<file path="src/hdl/frgg_pkg.sv">
// shared types and constants for the filtered record ring with gaps
// no dependencies; the front, queue, back, top level and testbench import this package
package frgg_pkg;

  // ring geometry
  localparam int CAPACITY = 64;
  localparam int IDX_W    = $clog2(CAPACITY);
  localparam int CNT_W    = $clog2(CAPACITY + 1);
  localparam int SUM_W    = CNT_W + 1;

  // command queue between front and back
  localparam int QUEUE_DEPTH = 2;
  localparam int Q_PTR_W     = (QUEUE_DEPTH > 1) ? $clog2(QUEUE_DEPTH) : 1;
  localparam int Q_CNT_W     = $clog2(QUEUE_DEPTH + 1);

  // field widths
  localparam int ACT_W  = 3;
  localparam int TYPE_W = 4;
  localparam int SEC_W  = 32;
  localparam int MS_W   = 10;
  localparam int PAY_W  = 64;
  localparam int MASK_W = 15;
  localparam int DROP_W = 16;
  localparam int SPAN_W = 32;

  // action codes on the input channel
  localparam logic [ACT_W-1:0] ACT_RECORD = 3'd0;
  localparam logic [ACT_W-1:0] ACT_PEEK   = 3'd1;
  localparam logic [ACT_W-1:0] ACT_COMMIT = 3'd2;
  localparam logic [ACT_W-1:0] ACT_ARM    = 3'd3;
  localparam logic [ACT_W-1:0] ACT_DISARM = 3'd4;

  localparam logic [TYPE_W-1:0] GAP_TYPE        = 4'd15;
  localparam logic [MASK_W-1:0] TYPE_MASK_RESET = 15'h7FFF;
  localparam logic [DROP_W-1:0] DROP_MAX        = 16'hFFFF;
  localparam logic [SPAN_W-1:0] SPAN_MAX        = 32'hFFFF_FFFF;
  localparam logic signed [10:0] MS_PER_S       = 11'sd1000;

  // classified command kinds
  typedef enum logic [2:0] {
    K_NOP    = 3'd0,
    K_RECORD = 3'd1,
    K_PEEK   = 3'd2,
    K_COMMIT = 3'd3,
    K_ARM    = 3'd4,
    K_DISARM = 3'd5
  } cmd_kind_t;

  typedef struct packed {
    cmd_kind_t         kind;
    logic [TYPE_W-1:0] rec_type;
    logic [SEC_W-1:0]  seconds;
    logic [MS_W-1:0]   millis;
    logic [PAY_W-1:0]  payload;
  } cmd_t;

  // one ring entry: meta and payload side by side
  typedef struct packed {
    logic [TYPE_W-1:0] rec_type;
    logic [SEC_W-1:0]  seconds;
    logic [MS_W-1:0]   millis;
    logic [PAY_W-1:0]  payload;
  } ring_word_t;

  typedef struct packed {
    logic              ok;
    logic [TYPE_W-1:0] out_type;
    logic [SEC_W-1:0]  out_seconds;
    logic [MS_W-1:0]   out_millis;
    logic [PAY_W-1:0]  out_payload;
  } res_t;

  // status of the back end, watched at the top level
  typedef struct packed {
    logic             armed;
    logic [CNT_W-1:0] cnt;
  } stat_t;

endpackage

</file>
<file path="src/hdl/frgg_queue.sv">
// short command queue that decouples the front end from the back end
// depends on frgg_pkg
module frgg_queue (
  input  logic           clk,
  input  logic           rst,
  input  logic           push_valid,
  input  frgg_pkg::cmd_t push_cmd,
  output logic           push_ready,
  output logic           pop_valid,
  output frgg_pkg::cmd_t pop_cmd,
  input  logic           pop
);
  import frgg_pkg::*;

  cmd_t               slots [QUEUE_DEPTH];
  logic [Q_PTR_W-1:0] wr_ptr;
  logic [Q_PTR_W-1:0] rd_ptr;
  logic [Q_CNT_W-1:0] fill;
  logic               do_push;
  logic               do_pop;

  assign push_ready = (fill != Q_CNT_W'(QUEUE_DEPTH));
  assign pop_valid  = (fill != '0);
  assign pop_cmd    = slots[rd_ptr];
  assign do_push    = push_valid && push_ready;
  assign do_pop     = pop && pop_valid;

  // entry storage
  always_ff @(posedge clk) begin
    if (do_push) begin
      slots[wr_ptr] <= push_cmd;
    end
  end

  // pointers and fill level
  always_ff @(posedge clk) begin
    if (rst) begin
      wr_ptr <= '0;
      rd_ptr <= '0;
      fill   <= '0;
    end else begin
      if (do_push) begin
        wr_ptr <= (wr_ptr == Q_PTR_W'(QUEUE_DEPTH - 1)) ? '0 : wr_ptr + 1'b1;
      end
      if (do_pop) begin
        rd_ptr <= (rd_ptr == Q_PTR_W'(QUEUE_DEPTH - 1)) ? '0 : rd_ptr + 1'b1;
      end
      if (do_push && !do_pop) begin
        fill <= fill + 1'b1;
      end else if (do_pop && !do_push) begin
        fill <= fill - 1'b1;
      end
    end
  end

endmodule

</file>
<file path="config.mk">
export PLATFORM = sky130hd
export DESIGN_NAME = frgg_queue
export DESIGN_NICKNAME = d
export VERILOG_FILES = /design/src/hdl/frgg_pkg.sv /design/src/hdl/frgg_queue.sv
export SDC_FILE = /design/constraint.sdc
export NUM_CORES = 1
export LEC_CHECK = 0
export ABC_AREA = 1
export BUFFER_PORTS_ARGS = -buffer_cell sky130_fd_sc_hd__buf_2
export CORE_MARGIN = 3
export CORE_UTILIZATION = 30
export CTS_CLUSTER_DIAMETER = 100
export DETAILED_ROUTE_END_ITERATION = 7
export PLACE_DENSITY = 0.6
export SLEW_MARGIN = 10
export SYNTH_ARGS = -nofsm -noshare
export SYNTH_HDL_FRONTEND = slang
export SYNTH_SLANG_ARGS = --single-unit
</file>
<file path="constraint.sdc">
create_clock -name clk -period 8 [get_ports clk]
set_input_delay 0.8 -clock clk [delete_from_list [all_inputs] [get_ports clk]]
set_output_delay 0.8 -clock clk [all_outputs]
set_load 0.01 [all_outputs]
</file>
# After elaboration in Yosys (flattened, before gate mapping)
# Memories as Yosys holds them, arrays and structs flattened. A register that Yosys moved wholly into a read port is not among the register bits.
# Index checks and enable logic that the tools add are counted.
dict set report totals {
  memories 1
  output_inout_bits 115
  ram_bits 226
  ff_bits 4
  mem_bits_ro 0
  latch_bits 0
  in_bits 117
}
dict set report classes {
  eq_ne 1
  shift 0
  muxes 8
  n_lt_le_gt_ge 0
  n_reduce_logical 8
  n_bitwise 0
  div_mod_pow 0
  addsub 4
  multipliers 0
}
# name words width rd rd_clocked_by_memory_dff wr line_no
set memory_table {}
lappend memory_table {slots 2 113 1 1 1 frgg_queue.sv:15} ;# cmd_t slots [QUEUE_DEPTH];
# operator count
set ops {}
lappend ops {{two-way mux 1 bit} 6}
lappend ops {{logical AND 1 bit} 4}
lappend ops {{two-way mux 2 bit} 2}
lappend ops {{nonzero test 2 bit} 2}
lappend ops {{adder 1 bit, second input constant} 2}
lappend ops {{adder 2 x 1 -> 2 bit, second input constant} 1}
lappend ops {{zero test 1 bit} 2}
lappend ops {{inequality test 2 bit, second input constant} 1}
lappend ops {{subtractor 2 x 1 -> 2 bit, second input constant} 1}

# Logic depth before layout (Yosys ltp)
dict set report depth {
  word_depth 6
  depth_mapped 11
  depth_no_buf 11
}

# Least setup slack after synthesis
# Ideal clock, no wire load.
dict set report synth_path {
  path_type {input to register}
  from {in push_valid}
  to {mem slots[0][0] (netlist name) (enable)}
  required_time_ps 7414
  t_arrival_ps 5591
  slack_ps 1823
  setup_ps 586
  stages 2
  path_buffers 0
  cell_sequence {nand2_1 nor2_1}
}
dict set report synth_between {
  elab_chain_cells 3
}
# item line_no
set synth_rtl {}
lappend synth_rtl {{start: declaration} frgg_queue.sv:6} ;# input logic push_valid,
lappend synth_rtl {{logical AND 1 bit} frgg_queue.sv:25} ;# assign do_push = push_valid && push_ready;
lappend synth_rtl {{two-way mux 1 bit} frgg_queue.sv:30} ;# if (do_push) begin
lappend synth_rtl {{two-way mux 1 bit (implied by the code)} frgg_queue.sv:31} ;# slots[wr_ptr] <= push_cmd;
lappend synth_rtl {{end: declaration} frgg_queue.sv:15}
# Every way passes these cells.

==> impl_metrics.yaml <==
critical_path:
  worstRegToRegCells: 6
  reg2reg_slack_ps: 5380
  reg2reg_from: "fill[0]"
  cp-endpoint: "pop_cmd[99]"
  cp-start-kind: "register"
  arrival_ps: 2520
  critPathKind: "reg2out"
  crit_fanout: 40
  crit_required_ps: 7200
  reg2reg_to: "slots[1][3]"
  endpoint_kind: "primary output"
cts:
  hold_buffers: 0
  cts_buffers: 25
  clock-sinks: 231
  cts-resized-gates: 0
  cts_tree: "built"
  htreeDepth: 1
  clkLatencyLatePin_ps: 500
  clock_path_buffers: 3
  clkTransAtPathRegs_ps: 60
  post-cts-setup-buffer-count: 0
  root_buffer: "clkbuf_16"
power_and_ir_drop:
  p_total_mw: 3.46
  ir_drop_uv: 207
  p_leak_nw: 4.22
  power_density_nw_per_um2: 313
synthesis:
  yosysWarnings: 0
  ys_types: 15
  synth_cells: 389
  synth_nets: 507
  syn_area_um2: 8690
  ys_seq_area_share_pct: 79.3
  ys_ff_latch: 231
  avgSynthCellArea_um2: 22.3
detailed_routing:
  vias: 4405
  postRouteAntennaNets: 0
  avgRoutedWirePerCell_um: 16.2
  firstDrtPassIters: 4
  wl_mm: 16.8
  drc: 0
  drt-initial-drc-count: 180
  viasPerCell: 4.25
floorplan:
  die_h_um: 176
  dieArea_um2: 31000
  row_count: 61
  pin_count: 232
  start_util_pct: 30.8
  core_um2: 28200
  die_x_um: 176
place:
  dp.cells: 991
  hpwl_mm: 11.0
  place.gp.congestion: 0.675
  port_buffers: 231
grt:
  grt_max_degree: 74
  grtUsageTotal_pct: 10.3
  grt_pass1_vias: 4600
  grt.overflow.total: 0
  grt_pass1_wl_mm: 25.1
  antenna_found_initial: 6
sta:
  post-route-period-util_pct: 41.5
  worst_pin_slew_ps: 1020
  setup_tns_ps: 0
  slew_headroom_pct: 32.0
  rsz0062_at_grt: "no"
  skew_ps: 7.41
  fmax_mhz: 301
  post-route-min-period_ps: 3320
  maxSlewViolCount: 0
  setup_viol: 0
  finalHoldViolCount: 0
job:
  drv_cap: 0
layout:
  multiInputGateArea_um2: 1660
  layout.area.seq_um2: 6890
  layout-drive-gt1-share_pct: 58.8
  final_net_count: 758
  layoutNonFillerInstCount: 1036
  area_growth_pct: 27.1
  fillerInstances: 2592
worst_hold_path:
  hp-class: "in2reg"
  hold_path_startpoint: "push_cmd[57]"
outcome:
  status: "finished clean"
-- Yosys cell counts --
master      n  area, µm²
edfxtp_1  226       6790
mux2_4     70       1050
mux2_2     43        484
nand2_1     9       33.8
buf_6       8       90.1
inv_1       8       30.0
nor2_1      7       26.3
dfxtp_1     5        100
buf_2       4       20.0
a21oi_1     2       10.0
nand3_1     2       10.0
o21ai_0     2       10.0
buf_8       1       15.0
ha_1        1       12.5
nand4_1     1       6.26
-- cell families after synthesis --
kind of cell	synth area share, %
buffers and inverters	1.79
adder cells (fa/ha/maj)	0.144
AO/OA/AOI/OAI	0.230
multiplexers	17.7
flip-flops	79.3
AND/OR/NAND/NOR	0.879
-- state kept, by name, summed over array words and instances (netlist names), named ones only --
name	flops
fill	2
rd_ptr	1
slots	226
wr_ptr	1
-- stage by stage --
step           util, %  hold slack [ps]  instance area, µm²  setup WS, ps
2_1_floorplan        -              465                8690          1820
3_3_place_gp      36.4              477               10300          4960
3_5_place_dp      36.4              495               10300          4950
4_1_cts           39.2              456               11000          4570
5_1_grt           39.2              460               11000          4510
6_report          39.2              486               11000          4680
-- critical path: stages (launching register included) --
cell and delay, ps:
dfxtp_4 750, buf_4 670, mux2_2 400, buf_2 150
-- worst min-delay path by stage --
| stage | endpoint | slack [ps] | cells after the start |
|---|---|---|---|
| after floorplan | register | 460 | 2 |
| after global placement | rd_ptr | 480 | 2 |
| after detailed placement | register | 490 | 2 |
| after CTS | slots[1][57] | 460 | 1 |
| after global routing | slots[1][109] | 460 | 1 |
| final | slots[0][57] | 490 | 1 |
-- cell type report --
type	count	share of cell area, %
sequential	231	62.4
multi-input combinational	137	15.0
timing repair buffer	237	10.9
clock buffer	29	5.80
tap	378	4.28
clock inverter	13	1.24
inverter	8	0.272
antenna	3	0.0680
-- layout by cell type (no fill, tap or decap), drive strengths merged --
cell type    n
o21ai        2
nor2         7
inv          9
nand4        1
clkinv       9
nand3        2
edfxtp     226
buf        237
bufinv       3
nand2        9
a21oi        2
clkbuf      29
diode        3
ha           1
dfxtp        5
mux2       113
-- per-layer routing --
metal | part of all wire (%) | wire length, µm | vias to the layer above | track usage [%]
met4 | 2.2 | 372 | 6 | 3.13
met2 | 46 | 7750 | 186 | 16.5
met3 | 11 | 1770 | 36 | 3.81
met1 | 41 | 6860 | 2149 | 13.0
li1 | - | - | 2028 | -
met5 | 0.14 | 23 | - | 0
-- report_power, final --
group	total (mW)	internal [mW]	leakage, nW	switching, mW
Sequential	1.60	1.53	2.15	0.0623
Clock	1.08	0.664	0.381	0.420
Combinational	0.778	0.375	1.69	0.404
Total	3.46	2.57	4.22	0.886
(Power assumes the default switching activity.)
