--- src/hdl/frgg_pkg.sv ---
// shared types and constants for the filtered record ring with gaps
// no dependencies; the front, queue, back, top level and testbench import this package
package frgg_pkg;

  // ring geometry
  localparam int CAPACITY = 64;
  localparam int IDX_W    = $clog2(CAPACITY);
  localparam int CNT_W    = $clog2(CAPACITY + 1);
  localparam int SUM_W    = CNT_W + 1;

  // command queue between front and back
  localparam int QUEUE_DEPTH = 2;
  localparam int Q_PTR_W     = (QUEUE_DEPTH > 1) ? $clog2(QUEUE_DEPTH) : 1;
  localparam int Q_CNT_W     = $clog2(QUEUE_DEPTH + 1);

  // field widths
  localparam int ACT_W  = 3;
  localparam int TYPE_W = 4;
  localparam int SEC_W  = 32;
  localparam int MS_W   = 10;
  localparam int PAY_W  = 64;
  localparam int MASK_W = 15;
  localparam int DROP_W = 16;
  localparam int SPAN_W = 32;

  // action codes on the input channel
  localparam logic [ACT_W-1:0] ACT_RECORD = 3'd0;
  localparam logic [ACT_W-1:0] ACT_PEEK   = 3'd1;
  localparam logic [ACT_W-1:0] ACT_COMMIT = 3'd2;
  localparam logic [ACT_W-1:0] ACT_ARM    = 3'd3;
  localparam logic [ACT_W-1:0] ACT_DISARM = 3'd4;

  localparam logic [TYPE_W-1:0] GAP_TYPE        = 4'd15;
  localparam logic [MASK_W-1:0] TYPE_MASK_RESET = 15'h7FFF;
  localparam logic [DROP_W-1:0] DROP_MAX        = 16'hFFFF;
  localparam logic [SPAN_W-1:0] SPAN_MAX        = 32'hFFFF_FFFF;
  localparam logic signed [10:0] MS_PER_S       = 11'sd1000;

  // classified command kinds
  typedef enum logic [2:0] {
    K_NOP    = 3'd0,
    K_RECORD = 3'd1,
    K_PEEK   = 3'd2,
    K_COMMIT = 3'd3,
    K_ARM    = 3'd4,
    K_DISARM = 3'd5
  } cmd_kind_t;

  typedef struct packed {
    cmd_kind_t         kind;
    logic [TYPE_W-1:0] rec_type;
    logic [SEC_W-1:0]  seconds;
    logic [MS_W-1:0]   millis;
    logic [PAY_W-1:0]  payload;
  } cmd_t;

  // one ring entry: meta and payload side by side
  typedef struct packed {
    logic [TYPE_W-1:0] rec_type;
    logic [SEC_W-1:0]  seconds;
    logic [MS_W-1:0]   millis;
    logic [PAY_W-1:0]  payload;
  } ring_word_t;

  typedef struct packed {
    logic              ok;
    logic [TYPE_W-1:0] out_type;
    logic [SEC_W-1:0]  out_seconds;
    logic [MS_W-1:0]   out_millis;
    logic [PAY_W-1:0]  out_payload;
  } res_t;

  // status of the back end, watched at the top level
  typedef struct packed {
    logic             armed;
    logic [CNT_W-1:0] cnt;
  } stat_t;

endpackage

--- src/hdl/frgg_if.sv ---
// valid/ready channel interfaces for the input actions and the results
// field widths follow the record format; no package dependency
interface frgg_in_if;
  logic        valid;
  logic        ready;
  logic [2:0]  action;
  logic [3:0]  rec_type;
  logic [31:0] rec_seconds;
  logic [9:0]  rec_millis;
  logic [63:0] rec_payload;

  modport source (output valid, action, rec_type, rec_seconds, rec_millis, rec_payload,
                  input ready);
  modport sink   (input valid, action, rec_type, rec_seconds, rec_millis, rec_payload,
                  output ready);
endinterface


--- src/hdl/frgg_front.sv ---
// front end: takes input beats, holds the type mask and classifies each action
// depends on frgg_pkg and frgg_in_if
module frgg_front (
  input  logic                       clk,
  input  logic                       rst,
  frgg_in_if.sink                    rec_in,
  input  logic                       cfg_we,
  input  logic [frgg_pkg::MASK_W-1:0] cfg_wdata,
  output logic                       push_valid,
  output frgg_pkg::cmd_t             push_cmd,
  input  logic                       push_ready
);
  import frgg_pkg::*;

  logic [MASK_W-1:0] type_mask;
  logic [MASK_W:0]   mask_ext;
  logic              type_kept;

  // type mask register
  always_ff @(posedge clk) begin
    if (rst) begin
      type_mask <= TYPE_MASK_RESET;
    end else if (cfg_we) begin
      type_mask <= cfg_wdata;
    end
  end

  // gap type has no mask bit and is never kept
  assign mask_ext  = {1'b0, type_mask};
  assign type_kept = mask_ext[rec_in.rec_type];

  // classify the beat
  always_comb begin
    push_cmd.rec_type = rec_in.rec_type;
    push_cmd.seconds  = rec_in.rec_seconds;
    push_cmd.millis   = rec_in.rec_millis;
    push_cmd.payload  = rec_in.rec_payload;
    unique case (rec_in.action)
      ACT_RECORD: push_cmd.kind = type_kept ? K_RECORD : K_NOP;
      ACT_PEEK:   push_cmd.kind = K_PEEK;
      ACT_COMMIT: push_cmd.kind = K_COMMIT;
      ACT_ARM:    push_cmd.kind = K_ARM;
      ACT_DISARM: push_cmd.kind = K_DISARM;
      default:    push_cmd.kind = K_NOP;
    endcase
  end

  assign push_valid   = rec_in.valid;
  assign rec_in.ready = push_ready;

endmodule

--- src/flat_wrapper.sv ---
// flat-port wrapper written by rule: the top's interface ports become plain ports
module frgg_front_flat import frgg_pkg::*;
  (clk, rst, cfg_we, cfg_wdata, push_valid, push_cmd, push_ready, rec_in_valid, rec_in_action, rec_in_rec_type, rec_in_rec_seconds, rec_in_rec_millis, rec_in_rec_payload, rec_in_ready);
  frgg_in_if rec_in_i ();
  input  logic clk;
  input  logic rst;
  input  logic cfg_we;
  input  logic [frgg_pkg::MASK_W-1:0] cfg_wdata;
  output logic push_valid;
  output frgg_pkg::cmd_t push_cmd;
  input  logic push_ready;
  input wire logic [$bits(rec_in_i.valid)-1:0] rec_in_valid;
  input wire logic [$bits(rec_in_i.action)-1:0] rec_in_action;
  input wire logic [$bits(rec_in_i.rec_type)-1:0] rec_in_rec_type;
  input wire logic [$bits(rec_in_i.rec_seconds)-1:0] rec_in_rec_seconds;
  input wire logic [$bits(rec_in_i.rec_millis)-1:0] rec_in_rec_millis;
  input wire logic [$bits(rec_in_i.rec_payload)-1:0] rec_in_rec_payload;
  output wire logic [$bits(rec_in_i.ready)-1:0] rec_in_ready;
  assign rec_in_i.valid = rec_in_valid;
  assign rec_in_i.action = rec_in_action;
  assign rec_in_i.rec_type = rec_in_rec_type;
  assign rec_in_i.rec_seconds = rec_in_rec_seconds;
  assign rec_in_i.rec_millis = rec_in_rec_millis;
  assign rec_in_i.rec_payload = rec_in_rec_payload;
  assign rec_in_ready = rec_in_i.ready;
  frgg_front u_core (.clk(clk), .rst(rst), .rec_in(rec_in_i), .cfg_we(cfg_we), .cfg_wdata(cfg_wdata), .push_valid(push_valid), .push_cmd(push_cmd), .push_ready(push_ready));
endmodule
--- config.mk ---
export PLATFORM = sky130hd
export DESIGN_NAME = frgg_front_flat
export DESIGN_NICKNAME = d
export VERILOG_FILES = /design/src/hdl/frgg_pkg.sv /design/src/hdl/frgg_if.sv /design/src/hdl/frgg_front.sv /design/src/flat_wrapper.sv
export SDC_FILE = /design/constraint.sdc
export NUM_CORES = 1
export LEC_CHECK = 0
export ABC_AREA = 1
export BUFFER_PORTS_ARGS = -buffer_cell sky130_fd_sc_hd__buf_4
export CAP_MARGIN = 15
export CORE_AREA = 2 2 97 99
export DETAILED_ROUTE_END_ITERATION = 12
export DIE_AREA = 0 0 99 101
export PLACE_DENSITY_LB_ADDON = 0.15
export RECOVER_POWER = 100
export SLEW_MARGIN = 20
export SYNTH_ARGS = -nofsm -noshare
export SYNTH_HDL_FRONTEND = slang
export SYNTH_SLANG_ARGS = --single-unit
--- constraint.sdc ---
create_clock -name clk -period 0.9 [get_ports clk]
set_input_delay 0.09 -clock clk [delete_from_list [all_inputs] [get_ports clk]]
set_output_delay 0.09 -clock clk [all_outputs]
set_load 0.02 [all_outputs]
# Yosys cells after proc, flatten, opt, wreduce, memory -nomap -nowiden
# Cells that the tools add are included.
# Widths: inputs -> output; s select.
dict set report classes {
  bitwise 0
  multipliers 0
  reduce_logical 1
  n_shift 0
  add_sub_neg 0
  muxes 4
  n_eq_ne 4
  magnitude_cmp 1
  n_div 0
}
# op n
set op_table {}
lappend op_table {{$pmux 3 s5} 1}
lappend op_table {{$eq 3x2->1 const B} 2}
lappend op_table {{$lt 4x5->1 const B} 1}
lappend op_table {{$bmux 1 s4} 1}
lappend op_table {{$eq 3x1->1 const B} 1}
lappend op_table {{$eq 3x3->1 const B} 1}
lappend op_table {{$logic_not 3->1} 1}
lappend op_table {{$mux 1} 2}
dict set report totals {
  register_bits 15
  word_cells 11
  mem_bits_rw 0
  n_memories 0
  in_bits 133
  mem_bits_ro 0
  latch_bits 0
}

# Depth between registers and ports, before layout
# Gate-level depths: netlist (run 1).
dict set report depth {
  ltp_word 4
  ltp_mapped 10
}

# Worst setup path after synthesis (run 1)
# No wires, ideal clock.
dict set report synth_timing {
  path_type {flip-flop to output port}
  startpoint {register u_core.type_mask[0]}
  endpoint {output push_cmd[110] in the netlist's numbering}
  slack_ns -0.006
  required_time_ns 0.810
  arrival_time_ns 0.816
  stages_incl_launch_ff 9
  n_path_buf 0
  cell_sequence {dfxtp_1 nor2_1 nor2_1 nand2_1 nand3_1 nand3_1 nand2_1 nand2_1 nand2_1}
}
# item line_no
set synth_rtl {}
lappend synth_rtl {{start, declared} frgg_front.sv:15} ;# logic [MASK_W-1:0] type_mask;
lappend synth_rtl {{start signal, assigned} frgg_front.sv:24} ;# type_mask <= cfg_wdata;
lappend synth_rtl {{end, declared} flat_wrapper.sv:10} ;# output frgg_pkg::cmd_t push_cmd;

==> results of run 1 <==
[routing by layer]
layer	track usage	vias to the layer above
met5	0	-
met4	0.04742	0
met3	0.02982	44
met2	0.1065	45
met1	0.06542	421
li1	-	451
[cell type report]
cell class	instances	area share
Inverter	19	0.06174
Clock buffer	4	0.03644
Multi-Input combinational cell	78	0.2935
Timing Repair Buffer	41	0.2460
Tap cell	111	0.1123
Sequential cell	15	0.2500
[worst reg2reg max path, stage by stage, from the launching register on]
cell and delay [ps]:
dfxtp_2 320, inv_2 40, buf_4 120, o21ai_1 110
[layout by cell type, fill, tap and decap left out, types with 3 or more instances in the layout]
cell type and instances:
a21oi_1 9, buf_4 38, clkbuf_1 3, clkbuf_8 3, dfxtp_1 8, dfxtp_2 7, inv_1 12, inv_2 6
nand2_1 31, nand3_1 17, nand3_2 3, nor2_1 5, o21ai_1 10
[kinds of logic (layout without fill, tap and decap cells)]
logic type,Yosys count,in the layout,share of synthesized area
buffers and inverters,136,64,0.5956
AND/OR/NAND/NOR,58,58,0.1526
AO/OA/AOI/OAI,20,20,0.06294
flip-flops,15,15,0.1888
[timing repair]
| action | in CTS | in global routing |
|---|---|---|
| hold buffers | 0 | 0 |
| resized for setup | 7 | 8 |
| endpoints found under the setup margin | 1 | 1 |
| pin swaps | 7 | 5 |
| setup buffers | 0 | 0 |
[how the worst max path moves through the flow]
stage,startpoint,endpoint,cells after the start
global route,u_core.type_mask[0],push_cmd[110],9
detailed placement,u_core.type_mask[7],push_cmd[110],9
finish,u_core.type_mask[0],push_cmd[110],9
global placement,u_core.type_mask[7],push_cmd[110],9
floorplan,u_core.type_mask[0],push_cmd[110],8
CTS,u_core.type_mask[0],push_cmd[110],9
[power by group through the flow]
stage	Clock (mW)	Combinational, mW	Sequential [mW]
2_1_floorplan	0	0.905	0.739
3_3_place_gp	0	0.397	0.746
3_5_place_dp	0	0.393	0.745
4_1_cts	0.588	0.398	0.734
5_1_grt	0.622	0.446	0.741
6_report	0.555	0.389	0.736
[stage by stage]
step | setup WS (ps) | total power, mW | instance area [sq um] | setup TNS [ps]
6_report | -377.0 | 1.679 | 1236 | -377.0
5_1_grt | -493.3 | 1.809 | 1236 | -493.3
2_1_floorplan | 30.98 | 1.644 | 1593 | 0
3_3_place_gp | -193.5 | 1.142 | 1169 | -193.5
4_1_cts | -416.3 | 1.720 | 1221 | -416.3
3_5_place_dp | -177.0 | 1.139 | 1169 | -177.0
==> results.txt, run 1 <==
TritonRoute pass-1 iters = 4
Non-Filler Instances = 268
Std-Cell Rows = 35
CP max stage cell = dfxtp_2
Pin count of the biggest net entering global routing = 20
Status = complete, but fails checks
Post-Syn Instances = 229
Highest routed layer = met4
Power share of the combinational group = 0.231
Worst min path class = in -> reg
Post-synthesis register bit count = 15
Routed met1 length = 1231 microns
CP top delay family = simple AND/OR/NAND/NOR gates
Syn-to-layout area delta = -22.27%
Final ANT Viol Nets = 0
CTS tree = yes
Post-synth EDFFs = 0
Global placement routability congestion = 0.6912
DR WL met2 = 1480 microns
Hold Path Stages = 3
Top cells by count, synth = buf_4 (112), nand2_1 (33), nand3_1 (20)
Footprint of the multi-input gates = 362.8 sq um
Clk root buf = clkbuf_8
Final setup viols = 1
Top flop regs = u_core.type_mask: 15 flops
Initial antenna violation count = 0
Mapped Avg Cell Area = 6.944 sq um
Most frequent CP cell = nand2_1
Htree depth = 1
Final Hold Vio Count = 0
Clock transition at path regs = 60 ps
Area leader, netlist = buf_4
CP Capture Type = output pin
Crit Path Max Fanout = 2
DRC Markers = 0
Internal power = 1.219 mW
Final slew viol count = 0
Routed WL per cell = 12.17 microns
DRT iter0 DRCs = 27
Hold endpoint = u_core.type_mask[10]
Avg Vias per Cell = 3.586
Max Buffers Root-to-Sink = 2
CTS buffer count = 3
Failing checks = setup timing
Crit path DAT = 1190 ps
Cells after DPL = 264
I/O pins = 248
Switch Pwr = 0.4601 mW
Unrepaired setup endpoints after global routing = yes
WL final = 3262 microns
Crit path largest cell delay = 320 ps
Max_slew headroom = 0.8098
Crit-path cells = nor2_1 -> nor2_1 -> nand2_1 -> nand3_1 -> nand3_1 -> nand2_1 -> nand2_1 -> nand2_2 -> buf_6
Worst r2r src = u_core.type_mask[7]
Largest reg by FF count = u_core.type_mask
Total GRT Usage = 0.06512
Slew at the pin closest to its max-slew limit = 286.6 ps
Top post-synthesis cells by area = buf_4 (53%), dfxtp_1 (19%), nand2_1 (7.8%)
Vias = 961
CP Launch Type = register
Fmax = 783.1 MHz
Largest register FFs = 15
Count leader, synth = buf_4
Min-delay src = cfg_wdata[10]
R2R cell count = 3
FF+latch area = 309.0 sq um
Met3 routed WL = 335 microns
Critical Path RT = 810 ps
Net Sw Frac = 0.2741
Max Cap Violations = 0
Final worst slack = -377.0 ps
HPWL Detailed = 2585 microns
Synth top area share = 0.5287
Die width = 99 microns
Floorplan die area = 0.009999 sq mm
Reg-to-Reg End = u_core.type_mask[7]
Post-route core utilization = 0.1377
Ant diodes = 0
Ys async rst share = 0
R2r setup slk = 250 ps
Clock Power Share = 0.330
Hold WS = 55.62 ps
Clock Latency Late Sink = 250 ps
Setup CP Type = reg -> out
Synthesis Warnings = 0
Fillers = 1,040
Period Utilization, post-route = 1.419
Die Span Y = 101 microns
Synth Net Count = 362
Part of the power in registers = 0.438
Starting Density = 0.1771
Power density cells = 1358 mW/mm^2
Sequential share of the synthesized area = 0.1888
Layout cells sized above 1 = 0.3885
Core ar. = 0.008977 sq mm
Tmin final = 1277 ps
Ys flop type = dfxtp_1
# nets final = 291
Leakage power = 0.6130 nW
Synth Cell Area = 0.001590 sq mm
Port Buffers = 31
Clock tree sinks = 15
First-pass GRT wire length = 5023 microns
Unique masters post-synth = 14
Vias in the first global route = 1,032
Max IR drop VDD = 0.3861 mV
Buffers & Inverters on Critical Path = 1
Total grt overflow = 0
Worst Clk Skew = 0 ps
(Power assumes the default switching activity.)
==> inputs of run 2 (changes only) <==
--- a/config.mk
+++ b/config.mk
@@ -11,6 +11,8 @@
 export CORE_AREA = 2 2 97 99
 export DETAILED_ROUTE_END_ITERATION = 12
 export DIE_AREA = 0 0 99 101
+export GPL_TIMING_DRIVEN = 0
+export MAX_ROUTING_LAYER = met4
 export PLACE_DENSITY_LB_ADDON = 0.15
 export RECOVER_POWER = 100
 export SLEW_MARGIN = 20
==> run 2 against run 1 <==
Effect of this change:
- the flow still finishes with violations (setup timing)
- die area is the same
- worst hold slack got worse by 5.3 ps
- clock skew is the same
- final area is 96% higher
- count of clock-buffer cells in the layout is the same
- routed wire length up 42%
- critical path depth unchanged
- largest power group is now combinational logic
==> results.txt, run 2 (synthesized netlist as in run 1, its figures left out) <==
Htree depth = 1
Fillers = 1,074
Final Power = 2.492 mW
Global placement routability congestion = 0.8001
Post-route core utilization = 0.2695
Hold Path Stages = 3
# hold bufs at CTS = 0
Vias in the first global route = 1,383
Largest register FFs = 15
Clock tree sinks = 15
Failing checks = setup timing
Clk root buf = clkbuf_8
Avg Vias per Cell = 3.580
Worst Clk Skew = 0 ps
Max Cap Violations = 0
Initial antenna violation count = 0
Top flop regs = u_core.type_mask: 15 flops
Total GRT Usage = 0.07192
Min-delay src = cfg_wdata[10]
Most frequent cells in the layout = buf_4 (134), clkbuf_1 (119), nand2_1 (30), inv_1 (14), nand3_1 (14)
Fmax = 767.7 MHz
DRC Markers = 0
CP top delay family = simple AND/OR/NAND/NOR gates
Final slew viol count = 0
Leakage power = 1.226 nW
Vias = 1,722
Floorplan die area = 0.009999 sq mm
Final setup viols = 1
Met1 Usage GRT = 0.06955
FF+latch area = 305.3 sq um
I/O pins = 248
Worst r2r src = u_core.type_mask[5]
DRT iter0 DRCs = 13
Ant diodes = 0
Footprint of the multi-input gates = 382.9 sq um
Busiest grt layer = met2
WL final = 4631 microns
Final ANT Viol Nets = 0
Commonest non-fill, non-tap cell in the layout = buf_4
Slew at the pin closest to its max-slew limit = 428.8 ps
Crit path largest cell delay = 340 ps
R2R cell count = 3
CP Capture Type = output pin
CTS buffer count = 3
Total grt overflow = 0
Max IR drop VDD = 0.4606 mV
Pin count of the biggest net entering global routing = 11
Final Hold Vio Count = 0
Setup CP Type = reg -> out
Routed WL per cell = 9.628 microns
Critical Path RT = 810 ps
TritonRoute pass-1 iters = 4
Worst min path class = in -> reg
Std-Cell Rows = 35
CP max stage cell = dfxtp_2
Die width = 99 microns
First-pass GRT wire length = 5761 microns
Max_slew headroom = 0.7141
Layout cells sized above 1 = 0.4270
Crit. path cell count = 9
CP startpoint = u_core.type_mask[0]
Unrepaired setup endpoints after global routing = yes
Die Span Y = 101 microns
Max Buffers Root-to-Sink = 2
Power density cells = 1030 mW/mm^2
Crit path DAT = 1210 ps
Clock transition at path regs = 60 ps
Met2 Use GR = 0.1435
Crit Path Max Fanout = 2
Final setup TNS = -402.6 ps
Syn-to-layout area delta = 52.16%
Period Utilization, post-route = 1.447
Buffers & Inverters on Critical Path = 1
Crit-path cells = nor2_2 -> nor2_1 -> nand2_1 -> nand3_1 -> nand3_2 -> nand2_2 -> nand2_2 -> nand2_2 -> buf_6
Final worst slack = -402.6 ps
Tmin final = 1303 ps
Clock Latency Late Sink = 250 ps
Starting Density = 0.1771
Status = complete, but fails checks
HPWL Detailed = 4075 microns
Most frequent CP cell = nand2_2
Core ar. = 0.008977 sq mm
M3 GR Usage = 0.02288
R2r setup slk = 230 ps
Port Buffers = 136
CP Launch Type = register
CTS tree = yes
# nets final = 504
Largest reg by FF count = u_core.type_mask
==> run 2: cell types whose count changed in the layout (fill, tap and decap cells not counted), sizes merged <==
cell | previous run | this run
clkbuf | 6 | 122
buf | 39 | 136
==> run 2: routing by layer <==
metal	up-vias	wire length (microns)
li1	872	-
met1	722	1471
met2	128	2497
met3	0	662
met4	0	0
met5	-	0
==> run 2: repair_timing <==
action                                  CTS  global route
endpoints found under the setup margin    1             1
resized for setup                         2            12
pin swaps                                 6             7
setup buffers                             1             0
==> run 2: cell type report <==
type,count,area share
buffer,117,0.3583
clock buffer,4,0.01861
inverter,19,0.03154
multi-input combinational,78,0.1582
sequential,15,0.1262
tap,111,0.05739
timing repair buffer,137,0.2497
==> run 2: worst reg2reg max path, cell delays in order (launching register included) <==
cell and delay [ps]:
dfxtp_1 310, inv_1 50, buf_4 120, o21ai_0 120
==> run 2: final timing paths <==
check                          to
max                 push_cmd[110]
min          u_core.type_mask[10]
max reg2reg   u_core.type_mask[5]
min reg2reg   u_core.type_mask[6]
==> run 2: stage by stage <==
step,instances,instance area [sq um],setup slack [ps],hold slack (ps)
after global routing,481,2420,-490.2,62.91
after CTS,481,2810,-416.8,49.35
after global placement,476,2753,-178.9,306.9
final,481,2420,-402.6,50.28
after detailed placement,476,2753,-170.3,307.3
after floorplan,229,1593,30.98,216.3
==> run 2: report_power, final <==
| group | switching, mW | leakage [nW] | internal (mW) |
|---|---|---|---|
| clock network | 0.239 | 0.0228 | 0.314 |
| logic | 0.657 | 1.08 | 0.551 |
| registers | 0.0185 | 0.124 | 0.713 |
==> inputs of run 3 (changes only) <==
--- a/config.mk
+++ b/config.mk
@@ -15,7 +15,9 @@
 export MAX_ROUTING_LAYER = met4
 export PLACE_DENSITY_LB_ADDON = 0.15
 export RECOVER_POWER = 100
+export REMOVE_ABC_BUFFERS = 1
 export SLEW_MARGIN = 20
 export SYNTH_ARGS = -nofsm -noshare
 export SYNTH_HDL_FRONTEND = slang
 export SYNTH_SLANG_ARGS = --single-unit
+export TNS_END_PERCENT = 30
==> run 3 against run 2 <==
Effect of this change:
- the flow still finishes with violations (setup timing)
- register-to-register slack better by 100 ps
- via count down 34%
- sequential power about the same
- global-route usage up 24 points
- sequential share of layout area up 14 points
- non-clock buffer count down 223
- highest routed layer is now met4
- worst hold slack worse by 3.0 ps
- final cell count down 46%
- setup slack worse by 4.1 ps
==> results.txt, run 3 (synthesized netlist as in run 1, its figures left out) <==
Status = complete, but fails checks
Failing checks = setup timing
# hold bufs at CTS = 0
R2R cell count = 2
Worst Clk Skew = 0 ps
Global placement routability congestion = 0.9179
Clock tree sinks = 15
Final worst slack = -406.8 ps
Initial antenna violation count = 0
Largest reg by FF count = u_core.type_mask
First-pass GRT wire length = 17,970 microns
Leakage power = 0.5527 nW
Htree depth = 1
Vias = 1,137
Period Utilization, post-route = 1.452
Most frequent CP cell = nand2_2
Die Span Y = 101 microns
Total grt overflow = 0
Total GRT Usage = 0.3123
Hold endpoint = u_core.type_mask[0]
Top flop regs = u_core.type_mask: 15 flops
Clock Latency Late Sink = 250 ps
Worst min path class = in -> reg
CTS tree = yes
Die width = 99 microns
Largest register FFs = 15
Max Cap Violations = 0
Unrepaired setup endpoints after global routing = yes
CP Capture Type = output pin
Crit path largest cell delay = 330 ps
Core ar. = 0.008977 sq mm
Max_slew headroom = 0.6657
Fillers = 1,028
Clock transition at path regs = 70 ps
Port Buffers = 31
Power density cells = 1447 mW/mm^2
Ant diodes = 0
Most frequent cells in the layout = nand2_1 (30), buf_4 (25), nand3_1 (19), inv_1 (12), dfxtp_1 (11)
Hold Path Stages = 3
Std-Cell Rows = 35
Min-delay src = cfg_wdata[0]
Crit Path Max Fanout = 2
Setup Fix Bufs, Post-CTS = 0
I/O pins = 248
Max Buffers Root-to-Sink = 2
Avg Vias per Cell = 4.407
Final setup viols = 1
Fmax = 765.3 MHz
R2r setup slk = 330 ps
WL final = 15,720 microns
Tmin final = 1307 ps
Crit path DAT = 1220 ps
DRT iter0 DRCs = 32
Starting Density = 0.1771
Final slew viol count = 0
Vias in the first global route = 1,021
Routed WL per cell = 60.94 microns
Final Power = 1.651 mW
Final Hold Vio Count = 0
Max IR drop VDD = 0.3843 mV
Syn-to-layout area delta = -28.25%
Setup CP Type = reg -> out
Final ANT Viol Nets = 0
Critical Path RT = 810 ps
HPWL Detailed = 15,080 microns
Crit-path cells = nor2_1 -> nor2_1 -> nand2_1 -> nand3_1 -> nand3_1 -> nand2_2 -> nand2_2 -> nand2_2 -> buf_6
Slew at the pin closest to its max-slew limit = 501.4 ps
Reg-to-Reg End = u_core.type_mask[3]
CP max stage cell = dfxtp_2
Layout cells sized above 1 = 0.3129
CP startpoint = u_core.type_mask[0]
TritonRoute pass-1 iters = 4
DRC Markers = 0
CTS buffer count = 3
# nets final = 281
Clk root buf = clkbuf_8
Commonest non-fill, non-tap cell in the layout = nand2_1
CP Launch Type = register
Pin count of the biggest net entering global routing = 26
Worst r2r src = u_core.type_mask[3]
Hold WS = 47.28 ps
Floorplan die area = 0.009999 sq mm
Post-route core utilization = 0.1271
## run 3: cell types whose count changed in the layout (fill, tap and decap cells not counted), sizes merged
| cell | previous run | this run |
|---|---|---|
| buf | 136 | 26 |
| clkbuf | 122 | 9 |
## run 3: worst max-delay path: cells and delay by family, from the launching register on
kind          cells  cell delay [ps]
flops             1              330
simple gates      8              530
buf+inv           1              110
## run 3: routing by layer
layer  share of wire  wire [microns]  GRT usage
met1           0.090            1414    0.07545
met5               0               0          -
met4           0.047             732     0.1286
met2            0.57            8970     0.6107
met3            0.29            4605     0.4293
## run 3: through the flow
stage	TNS (ps)	instance area [sq um]	worst slack [ps]	std cells
2_1_floorplan	-5.467	719.4	-5.467	112
3_3_place_gp	-186.8	1091	-186.8	254
6_report	-406.8	1141	-406.8	258
3_5_place_dp	-190.2	1091	-190.2	254
5_1_grt	-521.0	1141	-521.0	258
4_1_cts	-449.6	1142	-449.6	258
## run 3: cell type report
cell class	count	area, sq um	area share
Clock buffer	4	45.04	0.03947
Inverter	19	76.32	0.06689
Multi-Input combinational cell	78	355.3	0.3114
Sequential cell	15	305.3	0.2675
Tap cell	111	138.9	0.1217
Timing Repair Buffer	31	220.2	0.1930
## run 3: worst max-delay path by stage
| stage | depth (start not counted) | end | slack (ps) |
|---|---|---|---|
| CTS | 9 | push_cmd[110] | -450 |
| detailed placement | 11 | push_cmd[110] | -190 |
| finish | 9 | push_cmd[110] | -410 |
| floorplan | 8 | push_cmd[110] | -5 |
| global placement | 9 | push_cmd[110] | -190 |
| global route | 9 | push_cmd[110] | -520 |
## run 3: timing repair
item,CTS,global route
endpoints found under the setup margin,1,1
resized for setup,5,7
endpoints found under the hold margin,0,0
pin swaps,5,6
cloned,0,0
## run 3: where the power goes
group	switching (mW)	internal (mW)	leakage [nW]	total [mW]
logic	0.194	0.149	0.406	0.342
registers	0.0195	0.713	0.124	0.733
clock network	0.262	0.314	0.0228	0.576
